--- src/design/lces_pkg.sv ---
// ----------------------------------------------------------------------------
// LED colour effect serialiser package
// Shared widths, types, effect codes and register addresses.
// ----------------------------------------------------------------------------
package lces_pkg;

  localparam int LevelW = 8;
  localparam int TickW  = 8;
  localparam int PosW   = 16;
  localparam int FuncW  = 2;
  localparam int AddrW  = 5;
  localparam int DataW  = 32;

  typedef logic [LevelW-1:0] level_t;
  typedef logic [TickW-1:0]  tick_t;
  typedef logic [PosW-1:0]   pos_t;
  typedef logic [FuncW-1:0]  func_t;

  // Effect codes
  localparam func_t FUNC_WHEEL  = 2'd0;
  localparam func_t FUNC_SOFT   = 2'd1;
  localparam func_t FUNC_BREATH = 2'd2;
  localparam func_t FUNC_NONE   = 2'd3;

  // Register indexes (byte address divided by four)
  localparam logic [2:0] REG_MAX_LEVEL  = 3'd0;
  localparam logic [2:0] REG_ONE_HIGH   = 3'd1;
  localparam logic [2:0] REG_ONE_LOW    = 3'd2;
  localparam logic [2:0] REG_ZERO_HIGH  = 3'd3;
  localparam logic [2:0] REG_ZERO_LOW   = 3'd4;

  // Reset values
  localparam level_t MAX_LEVEL_RST = 8'd64;
  localparam tick_t  ONE_HIGH_RST  = 8'd13;
  localparam tick_t  ONE_LOW_RST   = 8'd11;
  localparam tick_t  ZERO_HIGH_RST = 8'd6;
  localparam tick_t  ZERO_LOW_RST  = 8'd18;

  // Frame layout
  localparam int FrameBits = 3 * LevelW;

endpackage

--- src/design/lces_if.sv ---
// ----------------------------------------------------------------------------
// LED colour effect serialiser channels
// Command channel (effect and position) and symbol channel (one line bit).
// ----------------------------------------------------------------------------
interface lces_cmd_if;
  import lces_pkg::*;

  logic  valid;
  logic  ready;
  func_t func;
  pos_t  position;

  modport source (output valid, output func, output position, input ready);
  modport sink   (input valid, input func, input position, output ready);
endinterface

interface lces_sym_if;
  import lces_pkg::*;

  logic   valid;
  logic   ready;
  logic   line_bit;
  tick_t  high_ticks;
  tick_t  low_ticks;
  level_t red_level;
  level_t green_level;
  level_t blue_level;
  logic   last_bit;

  modport source (output valid, output line_bit, output high_ticks, output low_ticks,
                  output red_level, output green_level, output blue_level,
                  output last_bit, input ready);
  modport sink   (input valid, input line_bit, input high_ticks, input low_ticks,
                  input red_level, input green_level, input blue_level,
                  input last_bit, output ready);
endinterface

--- src/design/led_color_effect_serializer.sv ---
// ----------------------------------------------------------------------------
// LED colour effect serialiser
// After a command is taken, a 16-step bit-serial reduction of the position
// runs in ST_DIV, the levels step in ST_UPD and the 24 symbol words go out
// in ST_SEND; a new command is taken only once the sequencer is back in idle.
// Reset (rst, synchronous): channels clear to zero, registers take defaults.
// Commands with the unused effect code, or a breath position in the last
// third, are absorbed with no symbol words.
// ----------------------------------------------------------------------------
module led_color_effect_serializer (
  input  logic                     clk,
  input  logic                     rst,
  lces_cmd_if.sink                 cmd,
  lces_sym_if.source               sym,
  input  logic                     psel,
  input  logic                     penable,
  input  logic                     pwrite,
  input  logic [lces_pkg::AddrW-1:0] paddr,
  input  logic [lces_pkg::DataW-1:0] pwdata,
  output logic [lces_pkg::DataW-1:0] prdata,
  output logic                     pready
);
  import lces_pkg::*;

  localparam logic [1:0] ST_IDLE = 2'd0;
  localparam logic [1:0] ST_DIV  = 2'd1;
  localparam logic [1:0] ST_UPD  = 2'd2;
  localparam logic [1:0] ST_SEND = 2'd3;

  localparam int RemW = LevelW + 2;

  // Configuration registers
  level_t max_level;
  tick_t  one_high_ticks;
  tick_t  one_low_ticks;
  tick_t  zero_high_ticks;
  tick_t  zero_low_ticks;

  // Control and datapath registers
  logic [1:0]           state;
  logic [4:0]           cnt;
  func_t                func;
  pos_t                 pos_sh;
  logic [RemW-1:0]      rem;
  level_t               red_now;
  level_t               green_now;
  level_t               blue_now;
  logic [FrameBits-1:0] frame;

  logic [RemW-1:0]      period;
  logic [RemW:0]        trial;
  logic [RemW-1:0]      q;
  logic [RemW-1:0]      m10;
  logic [RemW-1:0]      m2;
  logic [15:0]          third_prod;
  logic [RemW-1:0]      floor_lvl;
  logic [RemW-1:0]      tr;
  logic [RemW-1:0]      tg;
  logic [RemW-1:0]      tb;
  logic                 skip;
  level_t               red_next;
  level_t               green_next;
  level_t               blue_next;
  logic                 wr_en;
  logic [2:0]           reg_idx;

  function automatic level_t approach(input level_t cur, input level_t target);
    level_t res;
    res = cur;
    if (target > cur) begin
      res = cur + 8'd1;
    end else if (target < cur) begin
      res = cur - 8'd1;
    end
    return res;
  endfunction

  // --------------------------------------------------------------------------
  // Configuration port
  // --------------------------------------------------------------------------
  assign pready  = 1'b1;
  assign reg_idx = paddr[AddrW-1:2];
  assign wr_en   = psel && penable && pwrite && pready;

  always_ff @(posedge clk) begin
    if (rst) begin
      max_level       <= MAX_LEVEL_RST;
      one_high_ticks  <= ONE_HIGH_RST;
      one_low_ticks   <= ONE_LOW_RST;
      zero_high_ticks <= ZERO_HIGH_RST;
      zero_low_ticks  <= ZERO_LOW_RST;
    end else if (wr_en) begin
      unique case (reg_idx)
        REG_MAX_LEVEL: max_level       <= pwdata[LevelW-1:0];
        REG_ONE_HIGH:  one_high_ticks  <= pwdata[TickW-1:0];
        REG_ONE_LOW:   one_low_ticks   <= pwdata[TickW-1:0];
        REG_ZERO_HIGH: zero_high_ticks <= pwdata[TickW-1:0];
        REG_ZERO_LOW:  zero_low_ticks  <= pwdata[TickW-1:0];
        default: ;
      endcase
    end
  end

  always_comb begin
    unique case (reg_idx)
      REG_MAX_LEVEL: prdata = {{(DataW-LevelW){1'b0}}, max_level};
      REG_ONE_HIGH:  prdata = {{(DataW-TickW){1'b0}}, one_high_ticks};
      REG_ONE_LOW:   prdata = {{(DataW-TickW){1'b0}}, one_low_ticks};
      REG_ZERO_HIGH: prdata = {{(DataW-TickW){1'b0}}, zero_high_ticks};
      REG_ZERO_LOW:  prdata = {{(DataW-TickW){1'b0}}, zero_low_ticks};
      default:       prdata = '0;
    endcase
  end

  // --------------------------------------------------------------------------
  // Position reduction and colour targets
  // --------------------------------------------------------------------------
  assign m10    = {2'b00, max_level};
  assign m2     = {m10[RemW-2:0], 1'b0};
  assign period = m2 + m10;

  // One restoring step per cycle, position bits entering MSB first
  assign trial = {rem, pos_sh[PosW-1]};

  // A zero period takes the reduced position as zero
  assign q = (max_level == '0) ? '0 : rem;

  // m/3 as a multiply by 171/512, exact over the 8-bit range
  assign third_prod = {8'd0, max_level} * 16'd171;
  assign floor_lvl  = {3'b000, third_prod[15:9]};

  always_comb begin
    tr   = '0;
    tg   = '0;
    tb   = '0;
    skip = 1'b0;
    if (func == FUNC_BREATH) begin
      if (q < m10) begin
        tr = q;
      end else if (q < m2) begin
        tr = m2 - q - 10'd1;
      end else begin
        skip = 1'b1;
      end
      tg = tr;
      tb = tr;
    end else begin
      if (q < m10) begin
        tr = (func == FUNC_SOFT) ? floor_lvl : '0;
        tg = m10 - q;
        tb = q;
      end else if (q < m2) begin
        tr = q - m10;
        tg = (func == FUNC_SOFT) ? floor_lvl : '0;
        tb = m2 - q;
      end else begin
        tr = period - q;
        tg = q - m2;
        tb = (func == FUNC_SOFT) ? floor_lvl : '0;
      end
    end
  end

  assign red_next   = approach(red_now,   tr[LevelW-1:0]);
  assign green_next = approach(green_now, tg[LevelW-1:0]);
  assign blue_next  = approach(blue_now,  tb[LevelW-1:0]);

  // --------------------------------------------------------------------------
  // Sequencer
  // --------------------------------------------------------------------------
  always_ff @(posedge clk) begin
    if (rst) begin
      state     <= ST_IDLE;
      cnt       <= '0;
      red_now   <= '0;
      green_now <= '0;
      blue_now  <= '0;
    end else begin
      unique case (state)
        ST_IDLE: begin
          if (cmd.valid && (cmd.func != FUNC_NONE)) begin
            state <= ST_DIV;
            cnt   <= '0;
          end
        end
        ST_DIV: begin
          cnt <= cnt + 5'd1;
          if (cnt[3:0] == 4'hF) begin
            state <= ST_UPD;
          end
        end
        ST_UPD: begin
          cnt <= '0;
          if (skip) begin
            state <= ST_IDLE;
          end else begin
            red_now   <= red_next;
            green_now <= green_next;
            blue_now  <= blue_next;
            state     <= ST_SEND;
          end
        end
        ST_SEND: begin
          if (sym.ready) begin
            cnt <= cnt + 5'd1;
            if (cnt == 5'(FrameBits - 1)) begin
              state <= ST_IDLE;
            end
          end
        end
        default: state <= ST_IDLE;
      endcase
    end
  end

  // Payload registers, no reset needed
  always_ff @(posedge clk) begin
    if (state == ST_IDLE) begin
      func   <= cmd.func;
      pos_sh <= cmd.position;
      rem    <= '0;
    end
    if (state == ST_DIV) begin
      pos_sh <= {pos_sh[PosW-2:0], 1'b0};
      if (trial >= {1'b0, period}) begin
        rem <= RemW'(trial - {1'b0, period});
      end else begin
        rem <= trial[RemW-1:0];
      end
    end
    if (state == ST_UPD) begin
      frame <= {green_next, red_next, blue_next};
    end else if (state == ST_SEND && sym.ready) begin
      frame <= {frame[FrameBits-2:0], 1'b0};
    end
  end

  assign cmd.ready = (state == ST_IDLE);

  assign sym.valid       = (state == ST_SEND);
  assign sym.line_bit    = frame[FrameBits-1];
  assign sym.high_ticks  = frame[FrameBits-1] ? one_high_ticks : zero_high_ticks;
  assign sym.low_ticks   = frame[FrameBits-1] ? one_low_ticks : zero_low_ticks;
  assign sym.red_level   = red_now;
  assign sym.green_level = green_now;
  assign sym.blue_level  = blue_now;
  assign sym.last_bit    = (cnt == 5'(FrameBits - 1));

  // --------------------------------------------------------------------------
  // Assertions
  // --------------------------------------------------------------------------
  a_no_overlap: assert property (@(posedge clk) disable iff (rst)
    !(cmd.ready && sym.valid))
    else $error("command taken while a frame is still being sent");

  a_reduce_first: assert property (@(posedge clk) disable iff (rst)
    (cmd.valid && cmd.ready) |=> !sym.valid)
    else $error("symbol word offered before the position was reduced");

  a_last_returns: assert property (@(posedge clk) disable iff (rst)
    (sym.valid && sym.ready && sym.last_bit) |=> cmd.ready)
    else $error("sequencer did not return to idle after the last word");

  a_levels_hold: assert property (@(posedge clk) disable iff (rst)
    (state != ST_UPD) |=> (red_now == $past(red_now) && green_now == $past(green_now)
                           && blue_now == $past(blue_now)))
    else $error("channel level changed outside the update step");

  a_frame_length: assert property (@(posedge clk) disable iff (rst)
    (sym.valid && sym.last_bit) |-> (cnt == 5'(FrameBits - 1)))
    else $error("last word flag out of step with the bit count");

endmodule

--- src/flat_wrapper.sv ---
// flat-port wrapper written by rule: the top's interface ports become plain ports
module led_color_effect_serializer_flat import lces_pkg::*;
  (clk, rst, psel, penable, pwrite, paddr, pwdata, prdata, pready, cmd_valid, cmd_func, cmd_position, cmd_ready, sym_valid, sym_line_bit, sym_high_ticks, sym_low_ticks, sym_red_level, sym_green_level, sym_blue_level, sym_last_bit, sym_ready);
  lces_cmd_if cmd_i ();
  lces_sym_if sym_i ();
  input  logic clk;
  input  logic rst;
  input  logic psel;
  input  logic penable;
  input  logic pwrite;
  input  logic [lces_pkg::AddrW-1:0] paddr;
  input  logic [lces_pkg::DataW-1:0] pwdata;
  output logic [lces_pkg::DataW-1:0] prdata;
  output logic pready;
  input wire logic [$bits(cmd_i.valid)-1:0] cmd_valid;
  input wire logic [$bits(cmd_i.func)-1:0] cmd_func;
  input wire logic [$bits(cmd_i.position)-1:0] cmd_position;
  output wire logic [$bits(cmd_i.ready)-1:0] cmd_ready;
  output wire logic [$bits(sym_i.valid)-1:0] sym_valid;
  output wire logic [$bits(sym_i.line_bit)-1:0] sym_line_bit;
  output wire logic [$bits(sym_i.high_ticks)-1:0] sym_high_ticks;
  output wire logic [$bits(sym_i.low_ticks)-1:0] sym_low_ticks;
  output wire logic [$bits(sym_i.red_level)-1:0] sym_red_level;
  output wire logic [$bits(sym_i.green_level)-1:0] sym_green_level;
  output wire logic [$bits(sym_i.blue_level)-1:0] sym_blue_level;
  output wire logic [$bits(sym_i.last_bit)-1:0] sym_last_bit;
  input wire logic [$bits(sym_i.ready)-1:0] sym_ready;
  assign cmd_i.valid = cmd_valid;
  assign cmd_i.func = cmd_func;
  assign cmd_i.position = cmd_position;
  assign cmd_ready = cmd_i.ready;
  assign sym_valid = sym_i.valid;
  assign sym_line_bit = sym_i.line_bit;
  assign sym_high_ticks = sym_i.high_ticks;
  assign sym_low_ticks = sym_i.low_ticks;
  assign sym_red_level = sym_i.red_level;
  assign sym_green_level = sym_i.green_level;
  assign sym_blue_level = sym_i.blue_level;
  assign sym_last_bit = sym_i.last_bit;
  assign sym_i.ready = sym_ready;
  led_color_effect_serializer u_core (.clk(clk), .rst(rst), .cmd(cmd_i), .sym(sym_i), .psel(psel), .penable(penable), .pwrite(pwrite), .paddr(paddr), .pwdata(pwdata), .prdata(prdata), .pready(pready));
endmodule
--- config.mk ---
export PLATFORM = sky130hd
export DESIGN_NAME = led_color_effect_serializer_flat
export DESIGN_NICKNAME = d
export VERILOG_FILES = /design/src/design/lces_pkg.sv /design/src/design/lces_if.sv /design/src/design/led_color_effect_serializer.sv /design/src/flat_wrapper.sv
export SDC_FILE = /design/constraint.sdc
export NUM_CORES = 1
export LEC_CHECK = 0
export ABC_AREA = 0
export ABC_CLOCK_PERIOD_IN_PS = 12450
export BUFFER_PORTS_ARGS = -buffer_cell sky130_fd_sc_hd__buf_2
export CAP_MARGIN = 20
export CORE_ASPECT_RATIO = 1.4
export CORE_MARGIN = 3
export CORE_UTILIZATION = 45
export CTS_BUF_LIST = sky130_fd_sc_hd__clkbuf_4
export DETAILED_ROUTE_END_ITERATION = 10
export PLACE_DENSITY = 0.6
export SYNTH_ARGS = -nofsm -noshare
export SYNTH_HDL_FRONTEND = slang
export SYNTH_SLANG_ARGS = --single-unit
--- constraint.sdc ---
create_clock -name clk -period 12.45 [get_ports clk]
set_input_delay 3.735 -clock clk [delete_from_list [all_inputs] [get_ports clk]]
set_output_delay 3.735 -clock clk [all_outputs]
set_load 0.1 [all_outputs]
==> out/qor.log <==
qor: status.status completed
qor: floorplan.chipHeight 193 um
qor: setup_path.cells_along_the_critical_path buf_2 > nor2b_1 > a22oi_1 > o22ai_1 > buf_2
qor: cts.post_cts_repair_timing_setup_buffer_count 0
qor: routing.vias_per_cell 5.60
qor: floorplan.fp.dieW 139 um
qor: timing.final_min_period_over_clock_period 74.5%
qor: cts.tritoncts_num_sinks 123
qor: cts.tritoncts.num_buffers 17
qor: timing.post-route-min-period 9.27 ns
qor: setup_path.rr_worst_depth 24
qor: setup_path.critical_path.max_fanout 17
qor: setup_path.max_stage_delay 0.57 ns
qor: layout.layout-drive-gt1-share 12.4%
qor: layout.num-fill-cells 2343
qor: timing.worst_slew_slack_as_a_fraction_of_its_limit 28.4%
qor: routing.routed_wirelength 30100 um
qor: hold_path.hp-start u_core.cnt[1]
qor: floorplan.core_region_area 24200 um2
qor: floorplan.dieArea 26800 um2
qor: pwr.power.ir.vdd_worst 0.0000753 V
qor: place.number_of_instances_in_the_placed_design 1681
qor: setup_path.cp_endpoint_kind output pin
qor: setup_path.reg2reg_from u_core.max_level[7]
qor: timing.timing_hold_violations_final 0
qor: synth.syn-instance-count 1326
qor: hold_path.timing.hold.worst.class flip-flop to flip-flop
qor: pwr.switching_share 34.6%
qor: timing.total_negative_slack_for_setup_checks 0 ns
qor: synth.syn_area 11200 um2
qor: pwr.share_seq_of_total_power 41.3%
qor: pwr.power_report.internal_total 0.683 mW
qor: setup_path.required 8.71 ns
qor: layout.area_growth_syn_to_layout 8.83%
qor: layout.most_common_library_cell_in_the_layout_ignoring_fill_and_taps sky130_fd_sc_hd__nor2_1
qor: cts.cts_max_path_buffers 2
qor: setup_path.cell_type_group_with_the_largest_total_delay_on_the_critical_path buffers and inverters
qor: synth.synth.avg_cell_area 8.44 um2
qor: cts.cts.htree.levels 4
qor: routing.via_count 9608
qor: floorplan.io-pin-count 139
qor: timing.rsz0062_at_grt false
qor: global_route.track_usage 22.6%
qor: setup_path.critical_path.most_common_cell sky130_fd_sc_hd__buf_2
qor: place.number_of_i_o_port_buffers 87
qor: synth.dominant_synthesized_flop_cell sky130_fd_sc_hd__dfxtp_1
qor: hold_path.hold_depth 2
qor: global_route.grt.overflow.total 0
qor: layout.design.final.nets 1599
qor: timing.worst_slew_pin_slew 1.06 ns
qor: pwr.pwr-share-comb 25.5%
qor: layout.instances_no_fill 1716
qor: job.drv_cap 0
qor: setup_path.worstSetupPathType input port to output pin
qor: layout.area.sequential 2970 um2
qor: cts.tritoncts built
qor: floorplan.site_row_count 67
qor: global_route.grt_max_degree 58
qor: setup_path.cp_data_arrival_time 5.54 ns
qor: synth.synth.yosys.seq_area_share 26.6%
qor: timing.clock_skew_after_layout 0.0321 ns
qor: synth.synthesis_warning_total 0
qor: timing.finalMaxSlewViolations 0
qor: synth.synth.lib_cells_used.distinct 76
qor: layout.mostFrequentLayoutCells sky130_fd_sc_hd__nor2_1 (143), sky130_fd_sc_hd__ha_1 (126), sky130_fd_sc_hd__inv_1 (107), sky130_fd_sc_hd__nand2_1 (94), sky130_fd_sc_hd__buf_2 (87)
qor: routing.avgRoutedWirePerCell 17.5 um
qor: pwr.power.density_cell_area 85.6 nW/um2
qor: setup_path.timing.critical_path.slowest_stage_cell sky130_fd_sc_hd__nor2b_1
qor: cts.clock_latency 0.59 ns
qor: cts.root_buffer sky130_fd_sc_hd__clkbuf_4
qor: place.last_weighted_congestion_value_of_the_routability_driven_placer 0.884
qor: timing.number_of_setup_violations_in_the_final_report 0
qor: setup_path.timing.reg2reg.setup_slack 4.42 ns
qor: place.hpwl 23200 um
qor: global_route.wire_length_of_the_first_global_routing_pass 49100 um
qor: cts.holdBufCountCts 0
qor: pwr.total_switching_power 0.361 mW
qor: cts.post_cts_resize_count 0
qor: setup_path.regToRegEndpoint u_core.sym.red_level[6]
qor: pwr.cellLeakagePower 5.49 nW
qor: setup_path.worst_setup_path_start_kind input port
qor: floorplan.starting_density 46.2%
qor: synth.synth-edff-count 51
qor: setup_path.path_buf_inv 2
qor: timing.maxClockFrequency 108 MHz
qor: cts.worst_setup_hold_path_clk_slew 0.11 ns
qor: global_route.grt_pass1_vias 9557
qor: routing.firstDrtPassIters 5
qor: routing.dr.first_iter.drc_count 494
qor: setup_path.startpoint paddr[2]
qor: synth.ys_async_sr_fraction 0%
qor: pwr.clk_network_pwr_share 33.2%
qor: layout.area_taken_by_multi_input_logic_gates 7490 um2
qor: synth.ys_seq_elements 123
qor: routing.drc 0
qor: hold_path.hold-path-endpoint u_core.cnt[1]
qor: global_route.grt_antenna_before_repair 1
qor: routing.antenna_violating_nets_left 0
## power by group through the flow
stage,combinational (mW),sequential (mW),clock (mW)
floorplan,0.220,0.438,0
global placement,0.263,0.440,0
detailed placement,0.265,0.440,0
CTS,0.266,0.431,0.354
global route,0.295,0.432,0.369
finish,0.266,0.431,0.346
## registers in the layout, summed over array words and instances (netlist names)
name / count
u_core.zero_high_ticks: 8
u_core.func: 2
u_core.sym.blue_level: 8
u_core.sym.red_level: 8
u_core.one_low_ticks: 8
u_core.zero_low_ticks: 8
u_core.sym.green_level: 8
u_core.frame: 24
u_core.max_level: 8
u_core.rem: 10
u_core.state: 2
u_core.cnt: 5
u_core.one_high_ticks: 8
u_core.pos_sh: 16
## kinds of logic after synthesis
logic type / share of synthesized area, %
other: 0.0671
XOR/XNOR: 5.60
multiplexers: 8.62
AND/OR/NAND/NOR: 15.9
adder cells (fa/ha/maj): 17.5
flip-flops: 26.6
buffers and inverters: 7.33
AO/OA/AOI/OAI: 18.4
## layout make-up
class	instances	area share, %
multi-input combinational	1037	61.5
antenna	1	0.0205
clock inverter	13	1.57
inverter	110	3.39
timing repair buffer	103	4.75
clock buffer	19	1.17
sequential	123	24.4
tap	310	3.18
## layer usage
metal  vias up  GRT usage, %  routed length, um
li1       4780             -                  -
met1      4563          26.9              12600
met2       214          41.1              15400
met3        51          2.97               1060
met4         0          9.07                992
met5         -             0                  0
## tightest hold or removal path: stages (launching register included)
cell	delay, ns
sky130_fd_sc_hd__dfxtp_1	0.35
sky130_fd_sc_hd__nand2_1	0.06
sky130_fd_sc_hd__a21oi_1	0.05
## worst max-delay path by stage
stage           endpoint  slack, ns  depth (start not counted)
4_1_cts        prdata[2]       3.21                          5
5_1_grt        prdata[2]       3.11                          5
3_5_place_dp   prdata[2]       3.22                          5
2_1_floorplan  prdata[3]       2.53                          6
3_3_place_gp   prdata[2]       3.28                          5
6_report       prdata[2]       3.18                          5
## through the flow
| step | utilization (%) | area (um2) | setup slack [ns] | power [mW] | hold slack, ns |
|---|---|---|---|---|---|
| 2_1_floorplan | - | 11300 | 2.53 | 0.658 | 0.449 |
| 3_3_place_gp | 48.7 | 11800 | 3.28 | 0.704 | 0.463 |
| 3_5_place_dp | 48.7 | 11800 | 3.22 | 0.706 | 0.475 |
| 4_1_cts | 50.1 | 12100 | 3.21 | 1.05 | 0.495 |
| 5_1_grt | 50.3 | 12200 | 3.11 | 1.10 | 0.533 |
| 6_report | 50.3 | 12200 | 3.18 | 1.04 | 0.493 |
## synth_stat cells (8+ instances only)
cell type,instances,area [um2]
sky130_fd_sc_hd__o21ai_0,74,370
sky130_fd_sc_hd__nand2_1,94,353
sky130_fd_sc_hd__o22ai_1,17,106
sky130_fd_sc_hd__o21a_1,13,97.6
sky130_fd_sc_hd__ha_1,126,1580
sky130_fd_sc_hd__a22oi_1,10,75.1
sky130_fd_sc_hd__a211oi_1,11,82.6
sky130_fd_sc_hd__a21o_1,32,240
sky130_fd_sc_hd__clkbuf_1,37,139
sky130_fd_sc_hd__or3_1,16,100
sky130_fd_sc_hd__nand3_1,31,155
sky130_fd_sc_hd__xor2_1,12,105
sky130_fd_sc_hd__and3_1,12,75.1
sky130_fd_sc_hd__xnor2_1,57,499
sky130_fd_sc_hd__inv_1,107,402
sky130_fd_sc_hd__dfxtp_1,72,1440
sky130_fd_sc_hd__nor3_1,25,125
sky130_fd_sc_hd__edfxtp_1,51,1530
sky130_fd_sc_hd__o211ai_1,8,60.1
sky130_fd_sc_hd__buf_2,14,70.1
sky130_fd_sc_hd__a31oi_1,9,56.3
sky130_fd_sc_hd__nor2_1,143,537
sky130_fd_sc_hd__a21oi_1,78,390
sky130_fd_sc_hd__mux2i_1,75,751
sky130_fd_sc_hd__nand4_1,13,81.3
sky130_fd_sc_hd__mux2_2,18,203
sky130_fd_sc_hd__buf_4,25,188
sky130_fd_sc_hd__fa_1,19,380
sky130_fd_sc_hd__nor2b_1,13,81.3
sky130_fd_sc_hd__nand2b_1,8,50.1
No activity file was read; power rests on OpenSTA's default activity.
